<file path="src/sv/prp_pkg.sv">
// ----------------------------------------------------------------------------
// prp_pkg
// Shared widths, register codes and types of the point rotate/project block.
// ----------------------------------------------------------------------------
package prp_pkg;

  localparam int COORD_W  = 19;  // Q10.8 coordinates
  localparam int TRIG_W   = 16;  // Q1.14 trig values
  localparam int CD_W     = 19;
  localparam int PIX_W    = 12;
  localparam int COL_W    = 8;
  localparam int SCR_W    = 16;
  localparam int ADDR_W   = 5;
  localparam int DATA_W   = 32;

  localparam int PROD_W   = COORD_W + TRIG_W;     // first products
  localparam int ROT_W    = PROD_W + 1;           // yaw sums
  localparam int ROT2_W   = ROT_W + TRIG_W;       // second products
  localparam int DEPTH_W  = ROT2_W + 2;           // ry, rz
  localparam int FOC_W    = PIX_W + 1;            // focal length as signed
  localparam int NUM_W    = DEPTH_W + FOC_W;      // dividends
  localparam int DEN_W    = DEPTH_W - 1;          // positive divisor
  localparam int DIV_BITS = 17;                   // quotient magnitude bits
  localparam int TRIAL_W  = DEN_W + DIV_BITS;
  localparam int DIV_STG  = DIV_BITS + 2;         // entry, range check, bits
  localparam int QS_W     = DIV_BITS + 1;
  localparam int SUM_W    = QS_W + 1;

  localparam int TRIG_FRAC = 14;
  localparam int CD_SHIFT  = 28;
  localparam int ONE_SHIFT = 36;

  localparam logic signed [DEPTH_W-1:0] DEPTH_ONE = DEPTH_W'(64'd1 << ONE_SHIFT);
  localparam logic signed [SUM_W-1:0]   SCR_MAX   = SUM_W'(32767);
  localparam logic signed [SUM_W-1:0]   SCR_MIN   = -SUM_W'(32768);

  typedef enum logic [2:0] {
    REG_COS_YAW   = 3'd0,
    REG_SIN_YAW   = 3'd1,
    REG_COS_PITCH = 3'd2,
    REG_SIN_PITCH = 3'd3,
    REG_CAM_DIST  = 3'd4,
    REG_FOCAL     = 3'd5,
    REG_CENTER_X  = 3'd6,
    REG_CENTER_Y  = 3'd7
  } reg_idx_t;

  typedef struct packed {
    logic signed [TRIG_W-1:0] cos_yaw;
    logic signed [TRIG_W-1:0] sin_yaw;
    logic signed [TRIG_W-1:0] cos_pitch;
    logic signed [TRIG_W-1:0] sin_pitch;
    logic signed [CD_W-1:0]   camera_distance;
    logic [PIX_W-1:0]         focal_length;
    logic [PIX_W-1:0]         center_x;
    logic [PIX_W-1:0]         center_y;
  } cfg_t;

  localparam cfg_t CFG_RESET = '{
    cos_yaw:         16'sd16384,
    sin_yaw:         16'sd0,
    cos_pitch:       16'sd16384,
    sin_pitch:       16'sd0,
    camera_distance: 19'sd30720,
    focal_length:    12'd800,
    center_x:        12'd640,
    center_y:        12'd400
  };

  typedef struct packed {
    logic [COL_W-1:0] red;
    logic [COL_W-1:0] green;
    logic [COL_W-1:0] blue;
  } color_t;

  typedef struct packed {
    logic                    vld;
    logic signed [QS_W-1:0]  qx;
    logic signed [QS_W-1:0]  qy;
    color_t                  color;
  } div_out_t;

  typedef struct packed {
    logic signed [SCR_W-1:0] sx;
    logic signed [SCR_W-1:0] sy;
    color_t                  color;
  } result_t;

endpackage

</file>
<file path="src/sv/prp_cfg_regs.sv">
// ----------------------------------------------------------------------------
// prp_cfg_regs
// APB-style register file holding the rotation, camera and screen settings.
// ----------------------------------------------------------------------------
module prp_cfg_regs (
  input  logic                       clk,
  input  logic                       rst_n,
  input  logic                       cfg_psel,
  input  logic                       cfg_penable,
  input  logic                       cfg_pwrite,
  input  logic [prp_pkg::ADDR_W-1:0] cfg_paddr,
  input  logic [prp_pkg::DATA_W-1:0] cfg_pwdata,
  output logic [prp_pkg::DATA_W-1:0] cfg_prdata,
  output logic                       cfg_pready,
  output prp_pkg::cfg_t              cfg
);
  import prp_pkg::*;

  cfg_t     cfg_r, cfg_nxt;
  reg_idx_t idx;
  logic     wr;

  assign idx        = reg_idx_t'(cfg_paddr[ADDR_W-1:2]);
  assign wr         = cfg_psel & cfg_penable & cfg_pwrite;
  assign cfg_pready = 1'b1;
  assign cfg        = cfg_r;

  always_comb begin
    cfg_nxt = cfg_r;
    if (wr) begin
      case (idx)
        REG_COS_YAW:   cfg_nxt.cos_yaw         = cfg_pwdata[TRIG_W-1:0];
        REG_SIN_YAW:   cfg_nxt.sin_yaw         = cfg_pwdata[TRIG_W-1:0];
        REG_COS_PITCH: cfg_nxt.cos_pitch       = cfg_pwdata[TRIG_W-1:0];
        REG_SIN_PITCH: cfg_nxt.sin_pitch       = cfg_pwdata[TRIG_W-1:0];
        REG_CAM_DIST:  cfg_nxt.camera_distance = cfg_pwdata[CD_W-1:0];
        REG_FOCAL:     cfg_nxt.focal_length    = cfg_pwdata[PIX_W-1:0];
        REG_CENTER_X:  cfg_nxt.center_x        = cfg_pwdata[PIX_W-1:0];
        REG_CENTER_Y:  cfg_nxt.center_y        = cfg_pwdata[PIX_W-1:0];
        default:       cfg_nxt = cfg_r;
      endcase
    end
  end

  always_comb begin
    case (idx)
      REG_COS_YAW:   cfg_prdata = {16'b0, cfg_r.cos_yaw};
      REG_SIN_YAW:   cfg_prdata = {16'b0, cfg_r.sin_yaw};
      REG_COS_PITCH: cfg_prdata = {16'b0, cfg_r.cos_pitch};
      REG_SIN_PITCH: cfg_prdata = {16'b0, cfg_r.sin_pitch};
      REG_CAM_DIST:  cfg_prdata = {13'b0, cfg_r.camera_distance};
      REG_FOCAL:     cfg_prdata = {20'b0, cfg_r.focal_length};
      REG_CENTER_X:  cfg_prdata = {20'b0, cfg_r.center_x};
      REG_CENTER_Y:  cfg_prdata = {20'b0, cfg_r.center_y};
      default:       cfg_prdata = '0;
    endcase
  end

  always_ff @(posedge clk) begin
    if (!rst_n) begin
      cfg_r <= CFG_RESET;
    end else begin
      cfg_r <= cfg_nxt;
    end
  end

endmodule

</file>
<file path="config.mk">
export PLATFORM = sky130hd
export DESIGN_NAME = prp_cfg_regs
export DESIGN_NICKNAME = d
export VERILOG_FILES = /design/src/sv/prp_pkg.sv /design/src/sv/prp_cfg_regs.sv
export SDC_FILE = /design/constraint.sdc
export NUM_CORES = 1
export LEC_CHECK = 0
export ABC_CLOCK_PERIOD_IN_PS = 1500
export BUFFER_PORTS_ARGS = -buffer_cell sky130_fd_sc_hd__buf_2
export CORE_ASPECT_RATIO = 0.6
export CORE_UTILIZATION = 46
export CTS_BUF_LIST = sky130_fd_sc_hd__clkbuf_16
export CTS_CLUSTER_DIAMETER = 100
export DETAILED_ROUTE_END_ITERATION = 8
export GPL_ROUTABILITY_DRIVEN = 0
export PLACE_DENSITY = 0.73
export SETUP_SLACK_MARGIN = 0.15
export SKIP_CTS_REPAIR_TIMING = 1
export SLEW_MARGIN = 0
export SYNTH_ARGS = -nofsm -noshare
export SYNTH_HDL_FRONTEND = slang
export SYNTH_SLANG_ARGS = --single-unit
</file>
<file path="constraint.sdc">
create_clock -name clk -period 1.5 [get_ports clk]
set_input_delay 0.075 -clock clk [delete_from_list [all_inputs] [get_ports clk]]
set_output_delay 0.075 -clock clk [all_outputs]
set_load 0.01 [all_outputs]
</file>
==> After elaboration in Yosys (flattened, before gate mapping) <==
Index checks and enable logic that the tools add are counted.
{ "word_totals": {"romBits": 0, "reg_bits": 119, "latchBits": 0, "n_memories": 0, "wordCells": 27, "ram_bits": 0} }
{ "op_classes": {"n_lt_le_gt_ge": 0, "reduce_logical": 9, "bitwise_logic": 2, "add_sub_neg": 0, "shifts": 0, "mux": 1, "n_eq_ne": 7, "div_mod_pow": 0, "n_mul": 0} }
{ "op_table": {"columns": ["cell", "n"], "rows": [
  ["case mux 32 bit (8 select lines)", 1],
  ["AND reduction 2 bit", 8],
  ["== test 3 bit, second input constant", 4],
  ["== test 3 x 2 -> 1 bit, second input constant", 2],
  ["== test 3 x 1 -> 1 bit, second input constant", 1],
  ["zero test 3 bit", 1],
  ["AND 1 bit", 2]
]} }

==> Longest topological paths before layout <==
{ "logic_depth": {"ltp_word": 3, "depth_mapped": 7, "depth_no_buf": 4} }

==> Worst setup path before layout <==
Ideal clock, no wire load.
{ "synth_path": {"kind": "input to register", "startpoint": "input port cfg_paddr[2] (netlist name)", "endpoint": "register cfg_r (netlist bit cfg[47])", "arrival_time_ps": 1133, "slack_ps": 230, "cell_stages": 7, "required_ps": 1363, "path_buffers": 3, "setup_ps": 137, "cell_sequence": "buf_6 -> nand2b_1 -> or2_2 -> buf_2 -> buf_4 -> nand2_1 -> nand3_1"} }
{ "synth_between": {"elab_chain_cells": 2} }
{ "synth_lines": {"columns": ["item", "line_no", "text"], "rows": [
  ["from (decl)", "prp_cfg_regs.sv:11", "input logic [prp_pkg::ADDR_W-1:0] cfg_paddr,"],
  ["== test 3 bit", "prp_cfg_regs.sv:31", "case (idx)"],
  ["AND reduction 2 bit (no source line)", null, null],
  ["to (signal assigned)", "prp_cfg_regs.sv:63", "cfg_r <= cfg_nxt;"],
  ["to (decl)", "prp_cfg_regs.sv:19", "cfg_t cfg_r, cfg_nxt;"]
]} }
Every way passes these cells.
A chain may end at the register's enable or synchronous reset.

==> Final worst setup path <==
{ "layout_path": {"startpoint": "register cfg_r (netlist bit cfg[9])", "endpoint": "output port cfg_prdata[9] (netlist name)"} }
{ "layout_between": {"elab_chain_cells": 1} }
{ "layout_lines": {"columns": ["item", "line_no", "text"], "rows": [
  ["case mux 32 bit (8 select lines)", "prp_cfg_regs.sv:46", "case (idx)"],
  ["to (decl)", "prp_cfg_regs.sv:13", "output logic [prp_pkg::DATA_W-1:0] cfg_prdata,"]
]} }
Every way passes these cells. The select of a mux whose other input is x is not followed.

==> flow_summary.ini <==
[yosys]
yosysSeqAreaShare = 0.418
synthArstFlopShare = 0
yosysWarnings = 0
synth_enable_flop_cells = 0
synth_cells = 707
synth_top_area_cell = dfxtp_1
syn_area_mm2 = 0.00570
ys_ff_latch = 119
synth.distinct_cells = 37
synth_area_leaders = dfxtp_1 (42%), nand2_1 (14%), a21boi_0 (10%), a21boi_1 (3.8%), buf_4 (3.8%)
synth_ff_type = dfxtp_1
synth_top_area_share = 0.418
synth.avg_cell_area_um2 = 8.06

[worst_setup_path]
reg2reg_slack_ns = 0.71
crit_fanout = 3
crit_arrival_ns = 1.76
crit_type = flip-flop to output pin
end_kind = output pin
r2r-end = cfg[22]
worstPathRequired_ns = 1.42
reg2reg_depth = 2
crit_path_start_kind = flip-flop
r2r_start = cfg[22]

[floorplan]
die_height_um = 88.2
rows = 31
start_util = 0.472
dieArea_mm2 = 0.0128
io-pin-count = 194
die_w_um = 146
core_mm2 = 0.0121

[grt]
grt_pass1_wl_mm = 28.4
grt_use_total = 0.295
antenna_found_initial = 0
grt-ovfl-total = 0
grt_max_degree = 120
grt_pass1_vias = 5101

[sta]
finalCriticalPeriod_ns = 1.83
finalWorstSetupSlack_ns = -0.330
slew_violations = 0
skew_ns = 0
max_slew_margin = 0.581
timing.fmax_ghz = 0.546
worst_slew_pin_slew_ns = 0.626
hold_viol_final = 1
min_period_over_period = 1.22
fin_hold_ws_ns = -0.00865
rsz0062_at_grt = true
setup_viol = 13

[detailed_routing]
drc = 0
firstDrtPassIters = 5
detail-route-antenna-nets = 0
first_iter_violations = 580
via_count = 5855
vias_per_cell = 5.46
wire_per_inst_um = 18.1
totalWireLength_mm = 19.4

[layout]
syn_to_final_growth_pct = 34.2
drive_gt1_frac = 0.352
nets = 936
n_antenna_cell = 0
fill_cells = 1068
largest_register_ff_count = 119
fin_cells = 1072

[min_path]
hold_class = primary input to flip-flop
min_from = cfg_pwdata[2]
hold_depth = 3
holdPathEnd = cfg[2]

[clock_tree]
htreeDepth = 4
cts_buffer_depth = 2
clk_pin_slew_ns = 0.06
clkLatencyLatePin_ns = 0.41
tritoncts.num_buffers = 17
cts_tree = done
root_buffer = clkbuf_16
cts_sinks = 119

[status]
status = complete, but fails checks
violations = hold timing, setup timing

[placed_design]
dpl.cell_count = 1026
dp_slack_ns = -0.0874
io_buffers = 164
hpwlAfterDp_mm = 13.6

[power_and_ir_drop]
ir_drop_mv = 0.875
p_leak_uw = 0.00331
power-per-cell-area_mw_per_mm2 = 1010

[flow_run]
maxCapViolations = 0
## critical path, stage by stage, from the launching register on
cell and delay [ns]:
dfxtp_1 0.34, mux2_2 0.29, a22o_1 0.19, a221oi_2 0.29, nor2_1 0.08, buf_2 0.14
## final cells by class
class / count / area, µm² / area share
Sequential cell: 119 / 2420 / 0.316
Clock inverter: 15 / 123 / 0.0160
Multi-Input combinational cell: 507 / 2970 / 0.388
Inverter: 12 / 45.0 / 0.00589
Clock buffer: 17 / 425 / 0.0556
Timing Repair Buffer: 237 / 1460 / 0.191
Tap cell: 165 / 206 / 0.0270
## layer usage
metal,GRT usage,vias up,part of all wire
li1,-,2734,-
met1,0.423,2759,0.46
met2,0.439,337,0.43
met3,0.0656,25,0.099
met4,0.0976,0,0.014
met5,0,-,0
## cell families (layout without fill, tap and decap cells)
kind of cell	Yosys count	after routing	synth area share
compound gates	187	187	0.235
other cells	2	14	0.00132
mux	30	30	0.0576
buf+inv	93	281	0.0863
simple gates	276	276	0.202
flops	119	119	0.418
## per-stage QoR
step | setup TNS (ns) | area (µm²) | utilization | total power [µW]
after CTS | -3.12 | 7370 | 0.611 | 7670
after global routing | -3.23 | 7640 | 0.634 | 7940
after detailed placement | -1.60 | 6830 | 0.566 | 3900
final | -2.53 | 7640 | 0.634 | 7710
after global placement | -0.151 | 6830 | 0.566 | 3900
after floorplan | 0 | 5740 | - | 3680
## worst max-delay path by stage
stage	start	to	slack [ns]	cells after the start
floorplan	cfg_paddr[2]	cfg[47]	0.23	7
global placement	cfg_paddr[3]	cfg_prdata[9]	-0.05	8
detailed placement	cfg_paddr[3]	cfg[22]	-0.09	7
CTS	cfg[9]	cfg_prdata[9]	-0.40	5
global route	cfg[9]	cfg_prdata[9]	-0.37	5
finish	cfg[9]	cfg_prdata[9]	-0.33	5
## cell usage after synthesis (2+ instances only)
cell and n:
or3_1 3, inv_1 12, nand3_1 16, mux2i_1 17
nor2_1 30, a221oi_1 20, buf_4 29, or2_1 2
nand2_1 206, mux2_2 12, o21ai_0 38, and3_1 3
nor2_2 3, dfxtp_1 119, clkbuf_1 30, nand2b_1 4
a21boi_1 29, a22o_1 12, a21boi_0 76, o22ai_1 3
a21oi_1 5, buf_2 21, nor2b_1 2, conb_1 2
## cell usage in the layout (no fill, tap or decap), types with 16 or more instances in the layout
master     instances
nand2_1          204
buf_2            164
dfxtp_1           90
a21boi_0          76
buf_4             58
o21ai_0           36
nor2_1            30
a21boi_1          29
dfxtp_2           29
mux2i_1           17
clkbuf_16         17
nand3_1           16
## power breakdown
| part | leakage, µW | internal [µW] | total (µW) | switching [µW] |
|---|---|---|---|---|
| Combinational | 0.00206 | 282 | 691 | 410 |
| Sequential | 0.000968 | 3190 | 3210 | 23.2 |
| Clock | 0.000282 | 2380 | 3800 | 1420 |
Power figures use the tool's default switching activity.
