File: src/sv/prp_pkg.sv
// ----------------------------------------------------------------------------
// prp_pkg
// Shared widths, register codes and types of the point rotate/project block.
// ----------------------------------------------------------------------------
package prp_pkg;

  localparam int COORD_W  = 19;  // Q10.8 coordinates
  localparam int TRIG_W   = 16;  // Q1.14 trig values
  localparam int CD_W     = 19;
  localparam int PIX_W    = 12;
  localparam int COL_W    = 8;
  localparam int SCR_W    = 16;
  localparam int ADDR_W   = 5;
  localparam int DATA_W   = 32;

  localparam int PROD_W   = COORD_W + TRIG_W;     // first products
  localparam int ROT_W    = PROD_W + 1;           // yaw sums
  localparam int ROT2_W   = ROT_W + TRIG_W;       // second products
  localparam int DEPTH_W  = ROT2_W + 2;           // ry, rz
  localparam int FOC_W    = PIX_W + 1;            // focal length as signed
  localparam int NUM_W    = DEPTH_W + FOC_W;      // dividends
  localparam int DEN_W    = DEPTH_W - 1;          // positive divisor
  localparam int DIV_BITS = 17;                   // quotient magnitude bits
  localparam int TRIAL_W  = DEN_W + DIV_BITS;
  localparam int DIV_STG  = DIV_BITS + 2;         // entry, range check, bits
  localparam int QS_W     = DIV_BITS + 1;
  localparam int SUM_W    = QS_W + 1;

  localparam int TRIG_FRAC = 14;
  localparam int CD_SHIFT  = 28;
  localparam int ONE_SHIFT = 36;

  localparam logic signed [DEPTH_W-1:0] DEPTH_ONE = DEPTH_W'(64'd1 << ONE_SHIFT);
  localparam logic signed [SUM_W-1:0]   SCR_MAX   = SUM_W'(32767);
  localparam logic signed [SUM_W-1:0]   SCR_MIN   = -SUM_W'(32768);

  typedef enum logic [2:0] {
    REG_COS_YAW   = 3'd0,
    REG_SIN_YAW   = 3'd1,
    REG_COS_PITCH = 3'd2,
    REG_SIN_PITCH = 3'd3,
    REG_CAM_DIST  = 3'd4,
    REG_FOCAL     = 3'd5,
    REG_CENTER_X  = 3'd6,
    REG_CENTER_Y  = 3'd7
  } reg_idx_t;

  typedef struct packed {
    logic signed [TRIG_W-1:0] cos_yaw;
    logic signed [TRIG_W-1:0] sin_yaw;
    logic signed [TRIG_W-1:0] cos_pitch;
    logic signed [TRIG_W-1:0] sin_pitch;
    logic signed [CD_W-1:0]   camera_distance;
    logic [PIX_W-1:0]         focal_length;
    logic [PIX_W-1:0]         center_x;
    logic [PIX_W-1:0]         center_y;
  } cfg_t;

  localparam cfg_t CFG_RESET = '{
    cos_yaw:         16'sd16384,
    sin_yaw:         16'sd0,
    cos_pitch:       16'sd16384,
    sin_pitch:       16'sd0,
    camera_distance: 19'sd30720,
    focal_length:    12'd800,
    center_x:        12'd640,
    center_y:        12'd400
  };

  typedef struct packed {
    logic [COL_W-1:0] red;
    logic [COL_W-1:0] green;
    logic [COL_W-1:0] blue;
  } color_t;

  typedef struct packed {
    logic                    vld;
    logic signed [QS_W-1:0]  qx;
    logic signed [QS_W-1:0]  qy;
    color_t                  color;
  } div_out_t;

  typedef struct packed {
    logic signed [SCR_W-1:0] sx;
    logic signed [SCR_W-1:0] sy;
    color_t                  color;
  } result_t;

endpackage

File: src/sv/prp_out_buf.sv
// ----------------------------------------------------------------------------
// prp_out_buf
// Add screen centre, saturate, and hold results in a two-word skid buffer.
// ----------------------------------------------------------------------------
module prp_out_buf (
  input  logic                       clk,
  input  logic                       rst_n,
  input  prp_pkg::div_out_t          res,
  input  logic [prp_pkg::PIX_W-1:0]  center_x,
  input  logic [prp_pkg::PIX_W-1:0]  center_y,
  output logic                       en,
  output logic                       out_valid,
  input  logic                       out_ready,
  output prp_pkg::result_t           out_word
);
  import prp_pkg::*;

  result_t          mem [0:1];
  logic             wr_ptr_r, rd_ptr_r;
  logic [1:0]       cnt_r, cnt_nxt;
  logic             push, pop;
  logic signed [SUM_W-1:0] sumx, sumy;
  result_t          wword;

  function automatic logic signed [SCR_W-1:0] sat16(input logic signed [SUM_W-1:0] v);
    logic signed [SCR_W-1:0] r;
    if (v > SCR_MAX) begin
      r = SCR_MAX[SCR_W-1:0];
    end else if (v < SCR_MIN) begin
      r = SCR_MIN[SCR_W-1:0];
    end else begin
      r = v[SCR_W-1:0];
    end
    return r;
  endfunction

  assign en        = (cnt_r != 2'd2);
  assign push      = en & res.vld;
  assign out_valid = (cnt_r != 2'd0);
  assign pop       = out_valid & out_ready;
  assign out_word  = mem[rd_ptr_r];

  assign sumx = SUM_W'(res.qx) + SUM_W'($signed({1'b0, center_x}));
  assign sumy = SUM_W'(res.qy) + SUM_W'($signed({1'b0, center_y}));

  always_comb begin
    wword.sx    = sat16(sumx);
    wword.sy    = sat16(sumy);
    wword.color = res.color;
    cnt_nxt     = cnt_r + 2'(push) - 2'(pop);
  end

  always_ff @(posedge clk) begin
    if (!rst_n) begin
      wr_ptr_r <= 1'b0;
      rd_ptr_r <= 1'b0;
      cnt_r    <= 2'd0;
    end else begin
      cnt_r <= cnt_nxt;
      if (push) begin
        wr_ptr_r <= ~wr_ptr_r;
      end
      if (pop) begin
        rd_ptr_r <= ~rd_ptr_r;
      end
    end
  end

  always_ff @(posedge clk) begin
    if (push) begin
      mem[wr_ptr_r] <= wword;
    end
  end

endmodule

File: config.mk
export PLATFORM = sky130hd
export DESIGN_NAME = prp_out_buf
export DESIGN_NICKNAME = d
export VERILOG_FILES = /design/src/sv/prp_pkg.sv /design/src/sv/prp_out_buf.sv
export SDC_FILE = /design/constraint.sdc
export NUM_CORES = 1
export LEC_CHECK = 0
export BUFFER_PORTS_ARGS = -buffer_cell sky130_fd_sc_hd__clkbuf_2
export CAP_MARGIN = 20
export CORE_MARGIN = 2
export CORE_UTILIZATION = 45
export CTS_BUF_LIST = sky130_fd_sc_hd__clkbuf_4 sky130_fd_sc_hd__clkbuf_8 sky130_fd_sc_hd__clkbuf_16
export CTS_CLUSTER_DIAMETER = 60
export DETAILED_ROUTE_END_ITERATION = 6
export PLACE_DENSITY = 0.76
export SLEW_MARGIN = 20
export SYNTH_ARGS = -nofsm -noshare
export SYNTH_HDL_FRONTEND = slang
export SYNTH_SLANG_ARGS = --single-unit
File: constraint.sdc
create_clock -name clk -period 7.1 [get_ports clk]
set_input_delay 1.42 -clock clk [delete_from_list [all_inputs] [get_ports clk]]
set_output_delay 1.42 -clock clk [all_outputs]
set_load 0.005 [all_outputs]
After elaboration in Yosys (flattened, before gate mapping):

Memories as Yosys holds them, arrays and structs flattened. A register that Yosys moved wholly into a read port is not among the register bits.
Index checks and enable logic that the tools add are counted.

* add/subtract/negate cells: 4
* $lt $le $gt $ge: 4
* equality and inequality tests: 1
* mux-type cells: 8
* bitwise gates (word level): 4
* reductions and logical operators: 1

Operator list (number)
* $mux W16: 4
* $add A18 B13 Y19: 2
* $gt A19 B16 Y1 const B: 2
* $lt A19 B16 Y1 const B: 2
* $mux W1: 4
* $add A2 B1 Y2: 1
* $and A1 B1 Y1: 2
* $ne A2 B2 Y1 const B: 1
* $not A1 Y1: 2
* $reduce_bool A2 Y1: 1
* $sub A2 B1 Y2: 1

* bits in registers: 4
* bits in writable memories: 112
* word-level logic and storage cells: 26
* memories: 1

Memories
* mem: words 2, bits a word 56, rd ports 1, clocked after memory_dff 1, wr ports 1, line prp_out_buf.sv:18 `result_t mem [0:1];`

Longest topological paths before layout:

Gate-level depths: netlist (run 1).

* depth in word-level cells: 4
* gate-level depth with buffers: 11
* depth with buffers taken out: 10

Least setup slack after synthesis (run 1):

OpenSTA, ideal clock, no wires.

* path type: input-to-reg
* start point: input port res[60] (netlist name)
* end point: memory mem[0][0] (netlist name), enable pin
* setup time: 0.471 ns
* data arrival time: 3.868 ns
* required time: 6.629 ns
* slack: 2.761 ns
* cell stages on the path: 2
* path through: nand2_1 -> nor2_1

* cells in the longest elaborated chain, start to end: 3

Ends and longest elaborated chain
* start, declared: line prp_out_buf.sv:8 `input prp_pkg::div_out_t res,`
* $and A1 B1 Y1: line prp_out_buf.sv:38 `assign push = en & res.vld;`
* $mux W1: line prp_out_buf.sv:70 `if (push) begin`
* $mux W1 (not written as such): line prp_out_buf.sv:71 `mem[wr_ptr_r] <= wword;`
* end, declared: line prp_out_buf.sv:18

No other way between the ends.

==> results of run 1 <==
[synth_stat cells, types with 2 or more instances]
cell type,number
dfxtp_1,5
nand4_1,2
xnor2_1,16
ha_1,26
o31ai_1,11
edfxtp_1,112
clkbuf_1,6
a21o_1,13
o21ai_1,5
o21ai_0,12
o21a_1,10
o21bai_1,2
and2_1,7
o211ai_2,3
fa_1,2
inv_1,11
a211oi_1,4
nand2b_1,8
buf_6,4
o21ai_2,7
a31oi_1,2
or2_2,2
a21oi_1,17
nor2_1,21
nor2b_1,8
xor2_1,11
and3_1,3
nand2_1,18
mux2_2,56
nor3_1,3
nand3_1,8
o41ai_1,2
[cell type report]
class	instances	area, sq um	share of cell area
multi-input combinational	305	2530	0.334
tap	176	220	0.0290
timing repair buffer	148	748	0.0987
inverter	11	41.3	0.00545
clock inverter	13	140	0.0185
sequential	117	3460	0.457
clock buffer	18	433	0.0571
[critical path, cell delays in order]
cell and delay [ps]:
clkbuf_2 80, ha_1 160, inv_1 50, fa_1 380, nor2b_1 240, o31ai_1 120, o31ai_2 290, o211ai_2 170
xnor2_1 190, o41ai_4 660, o21ai_0 270
[power breakdown]
group / leakage [uW] / internal [uW] / switching, uW
Clock: 0.000287 / 544 / 277
Sequential: 0.00109 / 877 / 38.4
Combinational: 0.00166 / 278 / 291
[sequential cells by signal (all words and copies together), names as in the netlist, named ones only]
name and count:
rd_ptr_r 1, cnt_r 2, wr_ptr_r 1, mem 112
[stage by stage]
stage,hold slack [ps],utilization
2_1_floorplan,504,-
3_3_place_gp,521,0.529
3_5_place_dp,550,0.529
4_1_cts,563,0.573
5_1_grt,593,0.573
6_report,560,0.573
[worst max path at each step]
stage,slack [ps],from,end
2_1_floorplan,2760,res[60],mem[0][0]$_DFFE_PP_
3_3_place_gp,2870,res[24],mem[0][24]$_DFFE_PP_
3_5_place_dp,2790,res[24],mem[0][24]$_DFFE_PP_
4_1_cts,3210,res[24],mem[1][24]$_DFFE_PP_
5_1_grt,2850,res[24],mem[1][24]$_DFFE_PP_
6_report,3170,res[24],mem[1][24]$_DFFE_PP_
[kinds of logic (layout without fill, tap and decap cells)]
| kind of cell | count (synthesis) | count (layout) | synth area share |
|---|---|---|---|
| DFF | 117 | 117 | 0.568 |
| AOI/OAI and AO/OA | 106 | 106 | 0.136 |
| and+or+nand+nor | 87 | 87 | 0.0743 |
| muxes | 57 | 57 | 0.105 |
| adders and majority gates | 28 | 28 | 0.0599 |
| xor gates and xnor gates | 27 | 27 | 0.0388 |
| buffers and inverters | 21 | 190 | 0.0178 |
[routing by layer]
| metal | global-route usage | up-vias | part of all wire |
|---|---|---|---|
| li1 | - | 2018 | - |
| met1 | 0.225 | 1939 | 0.45 |
| met2 | 0.287 | 115 | 0.49 |
| met3 | 0.0377 | 15 | 0.050 |
| met4 | 0.0654 | 0 | 0.014 |
| met5 | 0 | - | 0 |
==> results.txt, run 1 <==
----------------------------------------------------
[Run]
  Max-capacitance violation count ... 0

[Placement]
  Final weighted congestion of routability-driven global placement ... 0.827
  Worst setup slack after placement ... 2790 ps
  Area post-placement ... 7010 sq um
  Input/output buffers ... 145
  Total half-perimeter wirelength after legalization and detailed placement ... 8860 microns
  Total instance count after detailed placement ... 757

[Detailed routing]
  Routed Antenna Nets ... 0
  First-iteration detailed-routing DRC count ... 281
  Detailed-routing iteration count for the pre-antenna-repair pass ... 4
  Via-to-Cell Ratio ... 5.19
  Final routed DRC violation total ... 0
  DR WL/cell ... 15.4 microns
  Final routed wirelength across all metal layers ... 12,200 microns
  Number of vias in the routed layout ... 4,087

[Die]
  Die Ht ... 120 microns
  Chip Width ... 120 microns
  Number of top-level pins ... 146
  Initial Utilization ... 0.461
  Placeable Area ... 13,200 sq um
  Core Rows ... 42
  Die Area ... 14,500 sq um

[Global routing]
  Pin count of the biggest net entering global routing ... 35
  Wire length of the first global-routing pass ... 19,700 microns
  Number of antenna violations at the first check in global routing ... 0
  Total gr overflow ... 0
  Global-route usage over all layers ... 0.174
  Number of global-route vias before repair ... 4,130

[Clock tree]
  Post-CTS clock slew at the launch and capture registers of the worst setup and hold paths ... 50 ps
  Worst skew pair latency ... 410 ps
  Quantity of gates resized following cts ... 0
  Buffers from clock root to sink, at most ... 2
  Buffer type at the clock tree root ... clkbuf_16
  Post-CTS repair timing setup buffer count ... 0
  Level count of the clock H-tree ... 4
  TritonCTS Buffers ... 17
  Number of clock sinks seen by CTS ... 117
  TritonCTS clock tree ... built
  Quantity of hold-fixing buffers added after cts ... 0

[Synth]
  Average instance area after synthesis ... 13.8 sq um
  Number of synthesized flops with an enable pin ... 112
  Share of synthesized registers carrying an async set or reset ... 0
  Gate count after technology mapping ... 443
  Post-synthesis sequential element count ... 117
  Share of Yosys cell area claimed by the top area cell type ... 0.551
  Yosys warning total ... 0
  Unique masters post-synth ... 58
  Synth top area cells ... edfxtp_1 (55%), mux2_2 (10%), ha_1 (5.3%)
  Cell type contributing the most total cell area after synthesis ... edfxtp_1
  Portion of the post-synthesis area used by sequential elements ... 0.568
  Synth Cell Area ... 6100 sq um
  Top_reg_cell synth ... edfxtp_1
  Syn_nets ... 559

[STA]
  Max Clk Rate ... 0.254 GHz
  Final hold violation count ... 0
  Tmin final ... 3930 ps
  Part of the cycle the worst path needs ... 0.554
  Final WS setup ... 3170 ps
  Slew at the pin with the worst max-slew slack ... 820 ps
  Sum of negative setup slack ... 0 ps
  Worst slew margin relative to its limit ... 0.450
  Unrepaired setup endpoints after global routing ... false
  Final number of max-transition violations ... 0
  Setup clock skew after layout ... 7.82 ps
  Final setup violation count ... 0

[Setup path]
  Required arrival time at the worst endpoint ... 7190 ps
  Endpoint class of the critical path ... register
  Worst r2r path cells ... 4
  Critical Path Source Type ... input port
  Worst reg2reg startpoint ... cnt_r[0]$_SDFF_PN0_
  CP Class ... input port to register
  Worst reg-to-reg setup slack ... 5000 ps
  Capture instance of the worst register-to-register path ... mem[0][39]$_DFFE_PP_
  Largest fanout of any net on the critical path ... 15
  Crit path DAT ... 4020 ps

[Final layout]
  Count of non-filler cells in the finished layout ... 788
  Final net count ... 716
  Post-route cell area ... 7580 sq um
  Leading cell types in the layout, fill and taps excluded ... clkbuf_2 (145), edfxtp_1 (112), mux2_2 (56)
  Fraction of final layout cells with drive strength greater than 1 ... 0.428
  Leading cell type in the layout, fill and taps excluded ... clkbuf_2
  Antenna diode count ... 0
  Relative area change from synthesis to final layout ... 24.3%
  Count of filler cells inserted in the layout ... 1,108

[Hold path]
  Class of the tightest hold or removal check ... register to register
  Hold Crit Start ... rd_ptr_r$_SDFFE_PN0P_
  Cell depth of the worst hold path ... 2

[Power]
  Power density over the cells ... 304 nW/um^2
  Maximum VDD drop ... 166 uV
  Pwr Total ... 2310 uW
  P_leak ... 0.00303 uW

[Run status]
  Outcome ... finished, final reports clean

----------------------------------------------------
Power figures use the tool's default switching activity.
==> run 2: changes to the inputs <==
==> constraint.sdc (replaced) <==
create_clock -name clk -period 3.9 [get_ports clk]
set_input_delay 0.78 -clock clk [delete_from_list [all_inputs] [get_ports clk]]
set_output_delay 0.78 -clock clk [all_outputs]
set_load 0.005 [all_outputs]
==> run 2 against run 1 <==
Design area grew 0.25%; register-to-register slack lost 2900 ps; first-iteration DRC count shrank 20%; clock-buffer cell count grew 7; die area is the same; clock power grew 69%; via count grew 0.73%; largest cell class unchanged; highest routed layer unchanged.
==> results.txt, run 2 (synthesized netlist as in run 1, its figures left out) <==
----------------------------------------------------
[Hold path]
  Class of the tightest hold or removal check ... register to register (unchanged)
  Hold Crit Start ... rd_ptr_r$_SDFFE_PN0P_ (unchanged)
  Cell depth of the worst hold path ... 2 (unchanged)

[Final layout]
  Register name with the most flops ... mem (unchanged)
  Largest registers ranked by flip-flop count ... mem: 112 flops, cnt_r: 2 flops (unchanged)
  Fraction of final layout cells with drive strength greater than 1 ... 0.432 (was 0.428)
  Share of the core filled with cells in the final layout ... 0.574 (was 0.573)
  Flip-flop count of the largest register after layout ... 112 (unchanged)
  Relative area change from synthesis to final layout ... 24.6% (was 24.3%)
  Leading cell types in the layout, fill and taps excluded ... clkbuf_2 (145), edfxtp_1 (112), mux2_2 (56) (unchanged)
  Leading cell type in the layout, fill and taps excluded ... clkbuf_2 (unchanged)
  Final net count ... 721 (was 716)
  Antenna diode count ... 0 (unchanged)

[Clock tree]
  Level count of the clock H-tree ... 4 (unchanged)
  TritonCTS Buffers ... 17 (unchanged)
  Buffers from clock root to sink, at most ... 2 (unchanged)
  TritonCTS clock tree ... built (unchanged)
  Buffer type at the clock tree root ... clkbuf_16 (unchanged)
  Post-CTS clock slew at the launch and capture registers of the worst setup and hold paths ... 50 ps (about the same)
  Number of clock sinks seen by CTS ... 117 (unchanged)
  Worst skew pair latency ... 400 ps (was 410 ps)
  Quantity of gates resized following cts ... 0 (unchanged)
  Post-CTS repair timing setup buffer count ... 0 (unchanged)
  Quantity of hold-fixing buffers added after cts ... 0 (unchanged)

[STA]
  Final number of max-transition violations ... 0 (unchanged)
  Final WS setup ... 831 ps (was 3170 ps)
  Slew at the pin with the worst max-slew slack ... 724 ps (was 820 ps)
  Worst slew margin relative to its limit ... 0.516 (was 0.450)
  Final hold violation count ... 0 (unchanged)
  Setup clock skew after layout ... 6.45 ps (was 7.82 ps)
  Max Clk Rate ... 0.326 GHz
  Unrepaired setup endpoints after global routing ... false (unchanged)
  Sum of negative setup slack ... 0 ps (unchanged)
  Tmin final ... 3070 ps
  Final setup violation count ... 0 (unchanged)
  Part of the cycle the worst path needs ... 0.787

[Die]
  Die Ht ... 120 microns (unchanged)
  Core Rows ... 42 (unchanged)
  Placeable Area ... 13,200 sq um (unchanged)
  Initial Utilization ... 0.461 (unchanged)
  Chip Width ... 120 microns (unchanged)
  Number of top-level pins ... 146 (unchanged)
  Die Area ... 14,500 sq um (unchanged)

[Placement]
  Total half-perimeter wirelength after legalization and detailed placement ... 9050 microns (was 8860 microns)
  Final weighted congestion of routability-driven global placement ... 0.877 (was 0.827)
  Input/output buffers ... 145 (unchanged)
  Worst setup slack after placement ... 409 ps (was 2790 ps)

[Power]
  P_leak ... 0.00305 uW (was 0.00303 uW)
  Cell Int Power ... 3040 uW (was 1700 uW)
  Switching component of the power ... 1080 uW (was 606 uW)
  Switching power share of the total ... 0.262 (was 0.263)
  Share of total power in combinational logic ... 0.255 (was 0.247)
  Clock power share ... 0.338 (was 0.356)
  Power density over the cells ... 542 nW/um^2 (was 304 nW/um^2)
  Maximum VDD drop ... 302 uV (was 166 uV)
  Part of the power in registers ... 0.406 (was 0.397)

[Detailed routing]
  DR WL/cell ... 15.4 microns (about the same)
  Routed Antenna Nets ... 0 (unchanged)
  Number of vias in the routed layout ... 4,117 (was 4,087)
  First-iteration detailed-routing DRC count ... 224 (was 281)
  Final routed wirelength across all metal layers ... 12,200 microns (about the same)
  Via-to-Cell Ratio ... 5.19 (about the same)
  Final routed DRC violation total ... 0 (unchanged)
  Detailed-routing iteration count for the pre-antenna-repair pass ... 4 (unchanged)

[Global routing]
  Pin count of the biggest net entering global routing ... 35 (unchanged)
  Number of antenna violations at the first check in global routing ... 0 (unchanged)
  Global-route usage over all layers ... 0.173 (was 0.174)
  Number of global-route vias before repair ... 4,232 (was 4,130)
  Wire length of the first global-routing pass ... 19,800 microns (was 19,700 microns)
  Total gr overflow ... 0 (unchanged)

[Setup path]
  CP Class ... input port to register (unchanged)
  Slowest stage cell on the critical path ... fa_1 (was o41ai_4)
  Required arrival time at the worst endpoint ... 4070 ps (was 7190 ps)
  Critical path, cell by cell ... clkbuf_2 > ha_1 > inv_1 > fa_1 > nor2b_1 > o31ai_1 > o31ai_2 > o211ai_2 > o21ai_1 > o41ai_4 > buf_4 > a211oi_1 (was clkbuf_2 > ha_1 > inv_1 > fa_1 > nor2b_1 > o31ai_1 > o31ai_2 > o211ai_2 > xnor2_1 > o41ai_4 > o21ai_0)
  Critical Path Source Type ... input port (unchanged)
  Largest fanout of any net on the critical path ... 15 (unchanged)
  Crit path DAT ... 3240 ps (was 4020 ps)
  Cell family contributing the most delay on the critical path ... compound AO/OA/AOI/OAI gates (unchanged)
  Worst reg-to-reg setup slack ... 2070 ps (was 5000 ps)
  Maximum single-stage delay on the critical path ... 370 ps (was 660 ps)
  Worst r2r path cells ... 4 (unchanged)
  Buffers & Inverters on Critical Path ... 3 (was 2)
  Endpoint class of the critical path ... register (unchanged)
  Capture instance of the worst register-to-register path ... mem[0][46]$_DFFE_PP_ (was mem[0][39]$_DFFE_PP_)
  Worst reg2reg startpoint ... cnt_r[0]$_SDFF_PN0_ (unchanged)

[Run status]
  Outcome ... finished, final reports clean (unchanged)

[Run]
  Max-capacitance violation count ... 0 (unchanged)

----------------------------------------------------
-- run 2: stage by stage --
| stage | area, sq um | hold slack, ps | power [uW] | cells |
|---|---|---|---|---|
| 5_1_grt | 7600 | 556 | 4330 | 794 |
| 6_report | 7600 | 565 | 4120 | 794 |
| 3_3_place_gp | 7060 | 524 | 2730 | 762 |
| 2_1_floorplan | 6100 | 504 | 2340 | 443 |
| 3_5_place_dp | 7060 | 558 | 2760 | 762 |
| 4_1_cts | 7600 | 558 | 4170 | 794 |
-- run 2: how the worst max path moves through the flow --
stage	slack [ps]	end	depth (start not counted)	start
2_1_floorplan	200	mem[0][0]$_DFFE_PP_	2	res[60]
5_1_grt	620	mem[1][38]$_DFFE_PP_	12	res[24]
3_3_place_gp	620	mem[0][38]$_DFFE_PP_	12	res[24]
6_report	830	mem[1][38]$_DFFE_PP_	12	res[24]
3_5_place_dp	410	mem[1][38]$_DFFE_PP_	12	res[24]
4_1_cts	800	mem[1][38]$_DFFE_PP_	12	res[24]
-- run 2: layer usage --
metal  global-route usage  share of wire
met1                0.224           0.44
met2                0.285           0.49
met3               0.0458          0.057
met4               0.0538          0.012
met5                    0              0
-- run 2: layout make-up --
class	instances	area (sq um)
Inverter	11	41.3
Clock buffer	25	485
Tap cell	176	220
Clock inverter	7	56.3
Multi-Input combinational cell	305	2530
Fill cell	1111	5640
Timing Repair Buffer	153	798
Sequential cell	117	3460
-- run 2: power by group through the flow --
stage / Sequential (uW) / Combinational [uW] / Clock [uW]
floorplan: 1660 / 688 / 0
global placement: 1690 / 1040 / 0
detailed placement: 1700 / 1060 / 0
CTS: 1680 / 1070 / 1420
global route: 1690 / 1160 / 1490
finish: 1670 / 1050 / 1390
-- run 2: worst register-to-register path: stages (launching register included) --
cell and delay, ps:
dfxtp_1 350, nand2b_1 150, nand2_1 120, nor2_4 580
buf_12 310
